===== src/slad_pkg.sv =====
`timescale 1ns / 1ps
// Shared types, constants and control structs of the lookahead anomaly detector.
package slad_pkg;

  localparam int NUM_SYSCALLS = 512;
  localparam int WINDOW_LEN   = 9;

  localparam int SC_IN_W     = 12;
  localparam int TS_W        = 64;
  localparam int CNT_W       = 32;
  localparam int MISM_W      = 4;
  localparam int LIMIT_W     = 16;
  localparam int FACTOR_W    = 10;
  localparam int WAIT_W      = 50;
  localparam int CFG_IDX_W   = 3;
  localparam int CFG_DATA_W  = 50;

  localparam int FLAG_W      = WINDOW_LEN - 1;
  localparam int FLAG_DEPTH  = NUM_SYSCALLS * NUM_SYSCALLS;
  localparam int FLAG_AW     = $clog2(FLAG_DEPTH);
  localparam int SC_W        = $clog2(NUM_SYSCALLS);
  localparam int SLOT_W      = $clog2(WINDOW_LEN);
  localparam int BIT_W       = (FLAG_W > 1) ? $clog2(FLAG_W) : 1;
  localparam int PROD_W      = CNT_W + FACTOR_W;

  localparam logic               RST_MONITOR_ENABLE     = 1'b1;
  localparam logic               RST_SAVE_IN_PROGRESS   = 1'b0;
  localparam logic               RST_PROCESS_ASSOCIATED = 1'b1;
  localparam logic [LIMIT_W-1:0] RST_ANOMALY_LIMIT      = 16'd30;
  localparam logic [FACTOR_W-1:0] RST_NORMAL_FACTOR     = 10'd128;
  localparam logic [FACTOR_W-1:0] RST_NORMAL_FACTOR_DEN = 10'd32;
  localparam logic [WAIT_W-1:0]  RST_NORMAL_WAIT        = 50'd604800000000000;

  typedef enum logic [CFG_IDX_W-1:0] {
    CFG_MONITOR_ENABLE     = 3'd0,
    CFG_SAVE_IN_PROGRESS   = 3'd1,
    CFG_PROCESS_ASSOCIATED = 3'd2,
    CFG_ANOMALY_LIMIT      = 3'd3,
    CFG_NORMAL_FACTOR      = 3'd4,
    CFG_NORMAL_FACTOR_DEN  = 3'd5,
    CFG_NORMAL_WAIT        = 3'd6
  } cfg_idx_e;

  typedef struct packed {
    logic [SC_IN_W-1:0] syscall_number;
    logic [TS_W-1:0]    timestamp_ns;
  } in_item_t;

  typedef struct packed {
    logic              ignored;
    logic [MISM_W-1:0] mismatch_count;
    logic              anomaly_reported;
    logic [CNT_W-1:0]  anomaly_total;
    logic              profile_updated;
    logic              is_normal;
    logic              is_frozen;
    logic              entered_normal;
    logic              left_normal;
  } out_item_t;

  // Commands from the controller to the datapath; at most one is high per cycle.
  typedef struct packed {
    logic clear;
    logic accept;
    logic issue_cnt;
    logic issue_set;
    logic eval;
    logic calc_nc;
    logic calc_mul;
    logic freeze;
    logic check_dl;
    logic load_out;
  } slad_cmd_t;

  typedef struct packed {
    logic clear_last;
    logic item_ignored;
    logic pass_end;
    logic mism_any;
  } slad_status_t;

endpackage


===== src/slad_ctrl.sv =====
`timescale 1ns / 1ps
// Controller state machine: sequences the clear pass, the flag passes and the profile update.
module slad_ctrl
  import slad_pkg::*;
(
  input  logic         clk_i,
  input  logic         rst_ni,
  input  logic         in_valid_i,
  output logic         in_stall_o,
  output logic         out_valid_o,
  input  logic         out_stall_i,
  input  slad_status_t status_i,
  output slad_cmd_t    cmd_o
);

  typedef enum logic [3:0] {
    S_CLEAR,
    S_IDLE,
    S_CNT,
    S_CNT_TAIL,
    S_EVAL,
    S_SET,
    S_SET_TAIL,
    S_NC,
    S_MUL,
    S_FRZ,
    S_DL,
    S_DONE
  } state_e;

  state_e state_q, state_d;
  logic   out_valid_q, out_valid_d;

  assign in_stall_o  = (state_q != S_IDLE);
  assign out_valid_o = out_valid_q;

  always_comb begin
    cmd_o   = '0;
    state_d = state_q;
    case (state_q)
      S_CLEAR: begin
        cmd_o.clear = 1'b1;
        if (status_i.clear_last) begin
          state_d = S_IDLE;
        end
      end
      S_IDLE: begin
        if (in_valid_i) begin
          cmd_o.accept = 1'b1;
          state_d = status_i.item_ignored ? S_DONE : S_CNT;
        end
      end
      S_CNT: begin
        cmd_o.issue_cnt = 1'b1;
        if (status_i.pass_end) begin
          state_d = S_CNT_TAIL;
        end
      end
      S_CNT_TAIL: state_d = S_EVAL;
      S_EVAL: begin
        cmd_o.eval = 1'b1;
        state_d = status_i.mism_any ? S_SET : S_NC;
      end
      S_SET: begin
        cmd_o.issue_set = 1'b1;
        if (status_i.pass_end) begin
          state_d = S_SET_TAIL;
        end
      end
      S_SET_TAIL: state_d = S_DL;
      S_NC: begin
        cmd_o.calc_nc = 1'b1;
        state_d = S_MUL;
      end
      S_MUL: begin
        cmd_o.calc_mul = 1'b1;
        state_d = S_FRZ;
      end
      S_FRZ: begin
        cmd_o.freeze = 1'b1;
        state_d = S_DL;
      end
      S_DL: begin
        cmd_o.check_dl = 1'b1;
        state_d = S_DONE;
      end
      S_DONE: begin
        if (!out_valid_q || !out_stall_i) begin
          cmd_o.load_out = 1'b1;
          state_d = S_IDLE;
        end
      end
      default: state_d = S_IDLE;
    endcase
  end

  always_comb begin
    out_valid_d = out_valid_q;
    if (cmd_o.load_out) begin
      out_valid_d = 1'b1;
    end else if (out_valid_q && !out_stall_i) begin
      out_valid_d = 1'b0;
    end
  end

  always_ff @(posedge clk_i or negedge rst_ni) begin
    if (!rst_ni) begin
      state_q     <= S_CLEAR;
      out_valid_q <= 1'b0;
    end else begin
      state_q     <= state_d;
      out_valid_q <= out_valid_d;
    end
  end

endmodule


===== config.mk =====
export PLATFORM = sky130hd
export DESIGN_NAME = slad_ctrl
export DESIGN_NICKNAME = d
export VERILOG_FILES = /design/src/slad_pkg.sv /design/src/slad_ctrl.sv
export SDC_FILE = /design/constraint.sdc
export NUM_CORES = 1
export LEC_CHECK = 0
export ABC_CLOCK_PERIOD_IN_PS = 1800
export BUFFER_PORTS_ARGS = -buffer_cell sky130_fd_sc_hd__buf_2
export CORE_AREA = 3 3 40 42
export CTS_BUF_LIST = sky130_fd_sc_hd__clkbuf_8
export CTS_CLUSTER_SIZE = 20
export DETAILED_ROUTE_END_ITERATION = 7
export DIE_AREA = 0 0 43 45
export GPL_TIMING_DRIVEN = 0
export PLACE_DENSITY_LB_ADDON = 0.08
export SLEW_MARGIN = 20
export SYNTH_ARGS = -nofsm -noshare
export SYNTH_HDL_FRONTEND = slang
export SYNTH_SLANG_ARGS = --single-unit

===== constraint.sdc =====
create_clock -name clk_i -period 1.8 [get_ports clk_i]
set_clock_uncertainty 0.15 [all_clocks]
set_input_delay 0.27 -clock clk_i [delete_from_list [all_inputs] [get_ports clk_i]]
set_output_delay 0.27 -clock clk_i [all_outputs]
set_load 0.01 [all_outputs]

==> reports/results.ini, run 1 <==
[critical_path]
r2r-start = state_q[2]
worstPathArrival_ns = 1.35
startpoint_type = flop
end_kind = output pin
cp_num_cells = 4
cpPeakStageDelay_ns = 0.41
r2r.worst_path.cells = 4
worst-path-max-fanout = 8
crit_path_cell_trace = buf_8 -> or3_4 -> nor2_1 -> buf_2
crit_buf_inv = 2
critPathTopFamily = simple AND/OR/NAND/NOR gates
timing.rr.end = state_q[3]
required_ns = 1.38
rrSetupSlack_ns = 0.05
criticalPathCategory = flop to output pin
slowest_stage = dfrtp_1

[synthesis]
synth-edff-count = 0
synth_simple_gate_area_share = 0.3354
synth_top_area_share = 0.3135
ys_seq_area_frac = 0.3135
yosys-mux-area-fraction = 0.05643
syn-instance-count = 48
synth-compound-area-share = 0.1944
synth_top_family_by_area = simple AND/OR/NAND/NOR gates
async_flop_share = 1.000
yosys.area.top_type = dfrtp_1
synthTopCellsByCount = dfrtp_1, nor2_1, inv_1
yosys_most_used_dff = dfrtp_1
syn_area_um2 = 399.1
synth_cell_type_count = 27
netlist_top_cells_area = dfrtp_1, mux2_2, nor2_1
synth_warnings = 0
synthXorXnorAreaFrac = 0
ys_ff_latch = 5
avgSynthCellArea_um2 = 8.315
synth-adder-area-share = 0
synth_nets = 56

[cells_and_area]
fillCellCount = 130
fin_nets = 86
layout-drive-gt1-share = 0.5455
antenna-diode-count = 0
fin_area_um2 = 666.9
syn2layout_area_growth_pct = 67.08

[global_routing]
grt_antenna_before_repair = 0
grt_usage = 0.1238
grt_start_max_net_pins = 11
grt_pass1_wl_um = 1752
grt_remaining_overflow = 0
grt_pass1_vias = 386

[clock_tree]
cts_buffers = 3
cts_max_path_buffers = 2
h-tree-depth = 1
cts.sinks = 5
clkTransAtPathRegs_ns = 0.04
clock-root-buffer = clkbuf_8
worst_skew_pair.late_latency_ns = 0.22
cts_tree = done

[floorplanning]
dieArea_mm2 = 0.001935
rows = 13
die_w_um = 43
initial_core_util = 0.3106
core_area_mm2 = 0.001285
die_y_um = 45
ios = 20

[detailed_routing]
first_pass_iters = 3
via_per_inst = 5.011
wirelength_um = 1145
route.vias.total = 461
ant_nets = 0
routedWlPerCell_um = 12.45
drc = 0
drtIter0Drc = 16

[placed_design]
hpwl_um = 783.6
io_buffers = 19
gp_congestion = 0.6950
dp_worst_setup_slack_ns = -0.01494
place_area_um2 = 513.0

[timing]
fin_crit_sh = 0.9842
fin_ws_ns = 0.02842
setup_viol = 0
tightest_slew_ns = 0.4541
min_period_ns = 1.772
finalHoldViolations = 0
slew_headroom = 0.6894
rsz0062_at_grt = yes
report.final.slew_viol_count = 0
clock.fmax_mhz = 564.5

[power]
comb_power_share = 0.648
p_sw_mw = 0.4736
peakVddDrop_mv = 0.6486
total_leakage_power_nw = 0.3475
clkPwrFrac = 0.168
swShare = 0.3998
power_density_mw_per_mm2 = 1776
internal_power_mw = 0.7111
seqPwrFrac = 0.184

[run]
drv_cap = 0

[status]
status = finished clean

[worst_hold_path]
hold_path_depth = 3
hp-start = out_stall_i
min_delay_worst_endpoint = out_valid_o
hold_class = input pin to flop

## cell usage in the layout (no fill, tap or decap), drive strengths merged, types with 2 or more instances in the layout
| master | n |
|---|---|
| a31oi | 2 |
| buf | 29 |
| clkbuf | 3 |
| dfrtp | 5 |
| inv | 5 |
| mux2 | 2 |
| nand2 | 2 |
| nand2b | 2 |
| nor2 | 5 |
| nor3 | 3 |
| nor3b | 2 |
| o21ai | 2 |
| or4b | 2 |
## metrics by stage
stage / util / hold WS [ns] / std cells / TNS (ns) / power [mW]
after floorplan: - / -0.1756 / 48 / 0 / 0.6139
after global placement: 0.3992 / -0.06179 / 82 / -0.06168 / 0.7973
after detailed placement: 0.3992 / -0.06246 / 82 / -0.01494 / 0.7848
after CTS: 0.4791 / 0.1637 / 88 / 0 / 1.086
after global routing: 0.5190 / 0.1883 / 92 / -0.04810 / 1.274
final: 0.5190 / 0.1681 / 92 / 0 / 1.185
## per-layer routing
layer | routed length (um) | track usage
met1 | 510 | 0.1589
met2 | 556 | 0.1886
met3 | 77 | 0.05578
met4 | 0 | 0.03614
met5 | 0 | 0
## kinds of logic (layout without fill, tap and decap cells)
family	after synthesis	count (layout)
muxes	2	2
AOI/OAI and AO/OA	10	10
buffers and inverters	9	38
DFF	5	5
and+or+nand+nor	22	22
## worst register-to-register path: cells and delay by family (launching register included)
family | cells | cell delay (ns)
buffers and inverters | 1 | 0.14
muxes | 1 | 0.34
DFF | 1 | 0.38
AOI/OAI and AO/OA | 2 | 0.62
## worst max-delay path by stage
stage,startpoint,endpoint
6_report,state_q[3],cmd_o[8]
5_1_grt,state_q[2],cmd_o[0]
4_1_cts,state_q[1],cmd_o[0]
3_5_place_dp,state_q[3],cmd_o[0]
3_3_place_gp,state_q[3],cmd_o[0]
2_1_floorplan,state_q[2],state_q[3]
## sequential cells by signal, indices dropped and copies added, names as in the netlist
signal and cells:
state_q 4, out_valid_o 1
## power groups by stage
stage          Sequential [mW]  Combinational [mW]  Clock, mW
2_1_floorplan            0.205               0.409          0
3_3_place_gp             0.213               0.584          0
3_5_place_dp             0.211               0.574          0
4_1_cts                  0.212               0.672      0.202
5_1_grt                  0.225               0.834      0.215
6_report                 0.217               0.768      0.200
## cell type report
| cell class | count | area (um^2) | area share |
|---|---|---|---|
| repair buffers | 25 | 142.6 | 0.2139 |
| clock buffers | 3 | 41.29 | 0.06191 |
| multi-input cells | 34 | 267.8 | 0.4015 |
| well taps | 15 | 18.77 | 0.02814 |
| flip-flops and latches | 5 | 125.1 | 0.1876 |
| plain buffers | 5 | 52.55 | 0.07880 |
| inverters | 4 | 15.01 | 0.02251 |
| clock inverters | 1 | 3.754 | 0.005629 |
## what timing repair did
item | in CTS | in global routing
hold buffers | 1 | 0
endpoints found under the hold margin | 5 | 0
resized for setup | 11 | 8
gates cloned | 0 | 0
buffers inserted | 1 | 4
endpoints found under the setup margin | 6 | 4
No activity file was read; power rests on OpenSTA's default activity.
==> run 2: changes to the inputs <==
- PLACE_DENSITY_LB_ADDON: 0.08 -> unset
==> run 2 against run 1 <==
Net effect: fmax shrank 1.0%; largest power group unchanged; utilization unchanged; count of clock-buffer cells in the layout unchanged; worst hold slack gained 0.016 ns; non-clock buffer count did not move; wire length fell by 3.1%; critical path type unchanged.
==> reports/results.ini, run 2 (synthesis gave the netlist of run 1 again) <==
[critical_path]
startpoint = state_q[2]
cp_num_cells = 4  ; unchanged
slowest_stage = or4b_4
worst-path-max-fanout = 4  ; -4
cpMostUsedCell = buf_6
criticalPathCategory = flop to output pin
cpPeakStageDelay_ns = 0.48  ; +0.07 ns
end_kind = output pin
r2r-start = state_q[2]
crit_buf_inv = 3  ; +1
rrSetupSlack_ns = 0.02  ; -0.03 ns
worstPathArrival_ns = 1.37  ; +0.02 ns
crit_path_cell_trace = buf_6 -> or4b_4 -> inv_2 -> buf_6
required_ns = 1.38  ; about the same
critPathTopFamily = simple AND/OR/NAND/NOR gates
startpoint_type = flop
r2r.worst_path.cells = 4  ; unchanged

[power]
p_sw_mw = 0.4719  ; -0.37%
internal_power_mw = 0.7217  ; +1.5%
peakVddDrop_mv = 0.7589  ; +17%
power_density_mw_per_mm2 = 1790  ; +0.75%
clkPwrFrac = 0.164  ; -0.004
total_leakage_power_nw = 0.3438  ; -1.1%
seqPwrFrac = 0.182  ; -0.002
swShare = 0.3953  ; -0.004445
comb_power_share = 0.654  ; +0.006

[clock_tree]
h-tree-depth = 1  ; unchanged
cts_max_path_buffers = 2  ; unchanged
worst_skew_pair.late_latency_ns = 0.22  ; about the same
clkTransAtPathRegs_ns = 0.03  ; about the same
cts_buffers = 3  ; unchanged
clock-root-buffer = clkbuf_8
cts.sinks = 5  ; unchanged
cts_tree = done

[global_routing]
grt_pass1_wl_um = 1752  ; unchanged
grt_antenna_before_repair = 0  ; unchanged
grt_usage = 0.1162  ; -0.007629
grt_start_max_net_pins = 11  ; unchanged
grt_remaining_overflow = 0  ; unchanged
grt_pass1_vias = 389  ; +0.78%

[timing]
slew_headroom = 0.7564  ; +0.06702
fin_crit_sh = 0.9943  ; +0.01005
report.final.slew_viol_count = 0  ; unchanged
tightest_slew_ns = 0.3561  ; -0.09799 ns
min_period_ns = 1.790  ; +0.01809 ns
fin_ws_ns = 0.01033  ; -0.01809 ns
fin_setup_tns_ns = 0  ; unchanged
clock.fmax_mhz = 558.8  ; -1.0%
finalHoldViolations = 0  ; unchanged
rsz0062_at_grt = yes
setup_viol = 0  ; unchanged

[cells_and_area]
regMostFlops = state_q
syn2layout_area_growth_pct = 67.08  ; unchanged
fin_nets = 86  ; unchanged
layout_common_cells = buf_2, buf_4, nor2_1, dfrtp_1, inv_1
largest_reg_flops = 4  ; unchanged
fin_area_um2 = 666.9  ; unchanged
antenna-diode-count = 0  ; unchanged
layout-drive-gt1-share = 0.5455  ; unchanged
fillCellCount = 129  ; -0.77%
layout_commonest_cell = buf_2
finish.utilization = 0.5190  ; unchanged

[placed_design]
io_buffers = 19  ; unchanged
gp_congestion = 0.7403  ; +6.5%
dp_worst_setup_slack_ns = -0.03048  ; -0.01554 ns
hpwl_um = 781.7  ; -0.24%
place_area_um2 = 513.0  ; unchanged

[detailed_routing]
drtIter0Drc = 12  ; -4
drc = 0  ; unchanged
via_per_inst = 4.913  ; -2.0%
first_pass_iters = 4  ; +1
route.vias.total = 452  ; -2.0%
routedWlPerCell_um = 12.07  ; -3.1%
ant_nets = 0  ; unchanged
wirelength_um = 1110  ; -3.1%

[run]
drv_cap = 0  ; unchanged

[worst_hold_path]
hold_class = input pin to flop
hold_path_depth = 3  ; unchanged
hp-start = out_stall_i

[floorplanning]
rows = 13  ; unchanged
ios = 20  ; unchanged
core_area_mm2 = 0.001285  ; unchanged
dieArea_mm2 = 0.001935  ; unchanged
die_y_um = 45  ; unchanged
initial_core_util = 0.3106  ; unchanged
die_w_um = 43  ; unchanged

[status]
status = finished clean

==> run 2: cell counts in the layout (fill, tap and decap cells not counted) <==
No cell type changed its count.
==> run 2: worst paths after layout <==
kind / to
worst max register to register: state_q[3]
worst max-delay path: cmd_o[7]
worst min register to register: out_valid_o
worst min-delay path: out_valid_o
max in group asynchronous: out_valid_o
min in group asynchronous: state_q[0]
==> run 2: worst reg2reg max path, cell delays in order, from the launching register on <==
cell	delay (ns)
dfrtp_1	0.39
buf_6	0.13
or4b_4	0.49
o32a_1	0.21
a221o_1	0.31
==> run 2: timing repair <==
| action | in CTS | in global routing |
|---|---|---|
| buffers inserted | 1 | 4 |
| setup endpoints to repair | 6 | 5 |
| resized for setup | 11 | 9 |
| pin swaps | 0 | 2 |
| hold buffers | 1 | 0 |
| endpoints found under the hold margin | 5 | 0 |
==> run 2: layout make-up <==
| cell class | instances | area [um^2] | area share |
|---|---|---|---|
| Clock buffer | 3 | 41.29 | 0.06191 |
| Clock inverter | 1 | 3.754 | 0.005629 |
| Inverter | 4 | 15.01 | 0.02251 |
| Multi-Input combinational cell | 34 | 261.5 | 0.3921 |
| Buffer | 5 | 48.80 | 0.07317 |
| Sequential cell | 5 | 125.1 | 0.1876 |
| Timing Repair Buffer | 25 | 152.6 | 0.2289 |
| Tap cell | 15 | 18.77 | 0.02814 |
==> run 2: power by group through the flow <==
stage          Combinational, mW  Clock, mW  Sequential [mW]
2_1_floorplan              0.409          0            0.205
3_3_place_gp               0.569          0            0.211
3_5_place_dp               0.566          0            0.211
4_1_cts                    0.668      0.202            0.208
5_1_grt                    0.850      0.214            0.225
6_report                   0.780      0.196            0.217
==> run 2: per-layer routing <==
layer | vias to the layer above | global-route usage | share of wire
met5 | - | 0 | 0
met4 | 0 | 0 | 0
met3 | 0 | 0.05179 | 0.075
met2 | 19 | 0.1677 | 0.45
met1 | 201 | 0.1707 | 0.48
li1 | 232 | - | -
==> run 2: per-stage QoR <==
stage / hold WS (ns) / power (mW) / cells
detailed placement: -0.06328 / 0.7772 / 82
floorplan: -0.1756 / 0.6139 / 48
CTS: 0.1889 / 1.079 / 88
finish: 0.1842 / 1.194 / 92
global placement: -0.06523 / 0.7800 / 82
global route: 0.2379 / 1.288 / 92
==> run 3: changes to the inputs <==
- RECOVER_POWER: unset -> 25
==> run 3 against run 2 <==
Net effect: first-iteration DRC count stayed put; non-clock buffer count unchanged; largest cell class unchanged; worst setup slack is the same; critical path depth did not move; fmax is the same.
==> reports/results.ini, run 3 (synthesis gave the netlist of run 1 again) <==
[critical_path]
end_kind = output pin
required_ns = 1.38  ; about the same
worst-path-max-fanout = 4  ; unchanged
startpoint = state_q[2]
crit_path_cell_trace = buf_6 -> or4b_4 -> inv_2 -> buf_6
r2r-start = state_q[2]
slowest_stage = or4b_4
startpoint_type = flop
cpPeakStageDelay_ns = 0.48  ; about the same
worstPathArrival_ns = 1.37  ; about the same
cpMostUsedCell = buf_6
criticalPathCategory = flop to output pin

[global_routing]
grt_pass1_vias = 389  ; unchanged
grt_start_max_net_pins = 11  ; unchanged
grt_remaining_overflow = 0  ; unchanged
grt_pass1_wl_um = 1752  ; unchanged
grt_antenna_before_repair = 0  ; unchanged
grt_usage = 0.1162  ; unchanged

[clock_tree]
cts_tree = done
cts_max_path_buffers = 2  ; unchanged
clkTransAtPathRegs_ns = 0.03  ; about the same
h-tree-depth = 1  ; unchanged
cts_buffers = 3  ; unchanged
clock-root-buffer = clkbuf_8
worst_skew_pair.late_latency_ns = 0.22  ; about the same
cts.sinks = 5  ; unchanged

[power]
internal_power_mw = 0.7214  ; about the same
power_density_mw_per_mm2 = 1792  ; +0.14%
comb_power_share = 0.654  ; about the same
total_power_mw = 1.193  ; about the same
swShare = 0.3954  ; about the same
total_leakage_power_nw = 0.3411  ; -0.80%
p_sw_mw = 0.4717  ; about the same
seqPwrFrac = 0.182  ; about the same
clkPwrFrac = 0.164  ; about the same
peakVddDrop_mv = 0.7497  ; -1.2%

[cells_and_area]
layout_common_cells = buf_2, buf_4, nor2_1, dfrtp_1, inv_1
fin_nets = 86  ; unchanged
antenna-diode-count = 0  ; unchanged
largest_reg_flops = 4  ; unchanged
layout-drive-gt1-share = 0.5325  ; -0.01299
syn2layout_area_growth_pct = 66.77
regMostFlops = state_q
layout_commonest_cell = buf_2
finish.utilization = 0.5180  ; -0.0009730

[detailed_routing]
routedWlPerCell_um = 12.05  ; about the same
route.met3.wl_um = 83  ; unchanged
wl_met1_um = 527  ; -0.38%
drtIter0Drc = 12  ; unchanged
via_per_inst = 4.913  ; unchanged
ant_nets = 0  ; unchanged
route.met2.wl_um = 497  ; unchanged
first_pass_iters = 4  ; unchanged
drc = 0  ; unchanged
route.vias.total = 452  ; unchanged
top_layer = met3
wirelength_um = 1109  ; about the same

[floorplanning]
initial_core_util = 0.3106  ; unchanged
ios = 20  ; unchanged
rows = 13  ; unchanged
dieArea_mm2 = 0.001935  ; unchanged
die_y_um = 45  ; unchanged
core_area_mm2 = 0.001285  ; unchanged
die_w_um = 43  ; unchanged

[status]
status = finished clean

[timing]
report.final.slew_viol_count = 0  ; unchanged
tightest_slew_ns = 0.3561  ; unchanged
clock.fmax_mhz = 558.8  ; unchanged
min_period_ns = 1.790  ; unchanged
finalHoldViolations = 0  ; unchanged
setup_viol = 0  ; unchanged
fin_crit_sh = 0.9943  ; unchanged
rsz0062_at_grt = yes
slew_headroom = 0.7564  ; unchanged

[run]
drv_cap = 0  ; unchanged

[placed_design]
io_buffers = 19  ; unchanged
gp_congestion = 0.7403  ; unchanged
hpwl_um = 781.7  ; unchanged

[worst_hold_path]
hp-start = out_stall_i
hold_class = input pin to flop

run 3: changes by cell type in the layout (fill, tap and decap cells not counted):
cell and delta:
buf_2 -1, clkbuf_1 +1
run 3: critical path: cells and delay by family, from the launching register on:
family        cells  cell delay [ns]
flops             1             0.39
simple gates      1             0.48
buf+inv           3             0.29
run 3: repair_timing:
item	in CTS	in global routing
resized for setup	11	9
setup buffers	1	4
endpoints found under the setup margin	6	5
hold buffers	1	0
hold endpoints to repair	5	0
pin swaps	0	2
run 3: worst paths after layout:
check | endpoint | slack, ns | cells past startpoint
hold reg to reg | out_valid_o | 0.41 | 2
hold / removal | out_valid_o | 0.18 | 3
max in group asynchronous | out_valid_o | 1.01 | 2
setup reg to reg | state_q[3] | 0.02 | 4
setup / recovery | cmd_o[7] | 0.01 | 4
min in group asynchronous | state_q[0] | 0.28 | 2
run 3: layout make-up:
type | instances | area (um^2)
fillers | 129 | 619.3
multi-input cells | 34 | 261.5
repair buffers | 25 | 151.4
flip-flops and latches | 5 | 125.1
plain buffers | 5 | 48.80
clock buffers | 3 | 41.29
well taps | 15 | 18.77
inverters | 4 | 15.01
clock inverters | 1 | 3.754
run 3: through the flow:
| stage | hold slack (ns) | setup TNS [ns] | std cells | cell area, um^2 | setup WS (ns) |
|---|---|---|---|---|---|
| after floorplan | -0.1756 | 0 | 48 | 399.1 | 0.1584 |
| after CTS | 0.1889 | -0.03916 | 88 | 615.6 | -0.03916 |
| after global placement | -0.06523 | 0 | 82 | 513.0 | 0.01286 |
| after detailed placement | -0.06328 | -0.03048 | 82 | 513.0 | -0.03048 |
| after global routing | 0.2379 | -0.05123 | 92 | 665.6 | -0.02477 |
| final | 0.1842 | 0 | 92 | 665.6 | 0.01033 |
run 3: power groups by stage:
stage / Combinational, mW / Sequential, mW / Clock, mW
global placement: 0.569 / 0.211 / 0
floorplan: 0.409 / 0.205 / 0
finish: 0.780 / 0.217 / 0.196
detailed placement: 0.566 / 0.211 / 0
CTS: 0.668 / 0.208 / 0.202
global route: 0.850 / 0.225 / 0.214
run 3: routing by layer:
metal,up-vias,GRT usage
met2,19,0.1677
met4,0,0
met5,-,0
met1,201,0.1707
met3,0,0.05179
li1,232,-
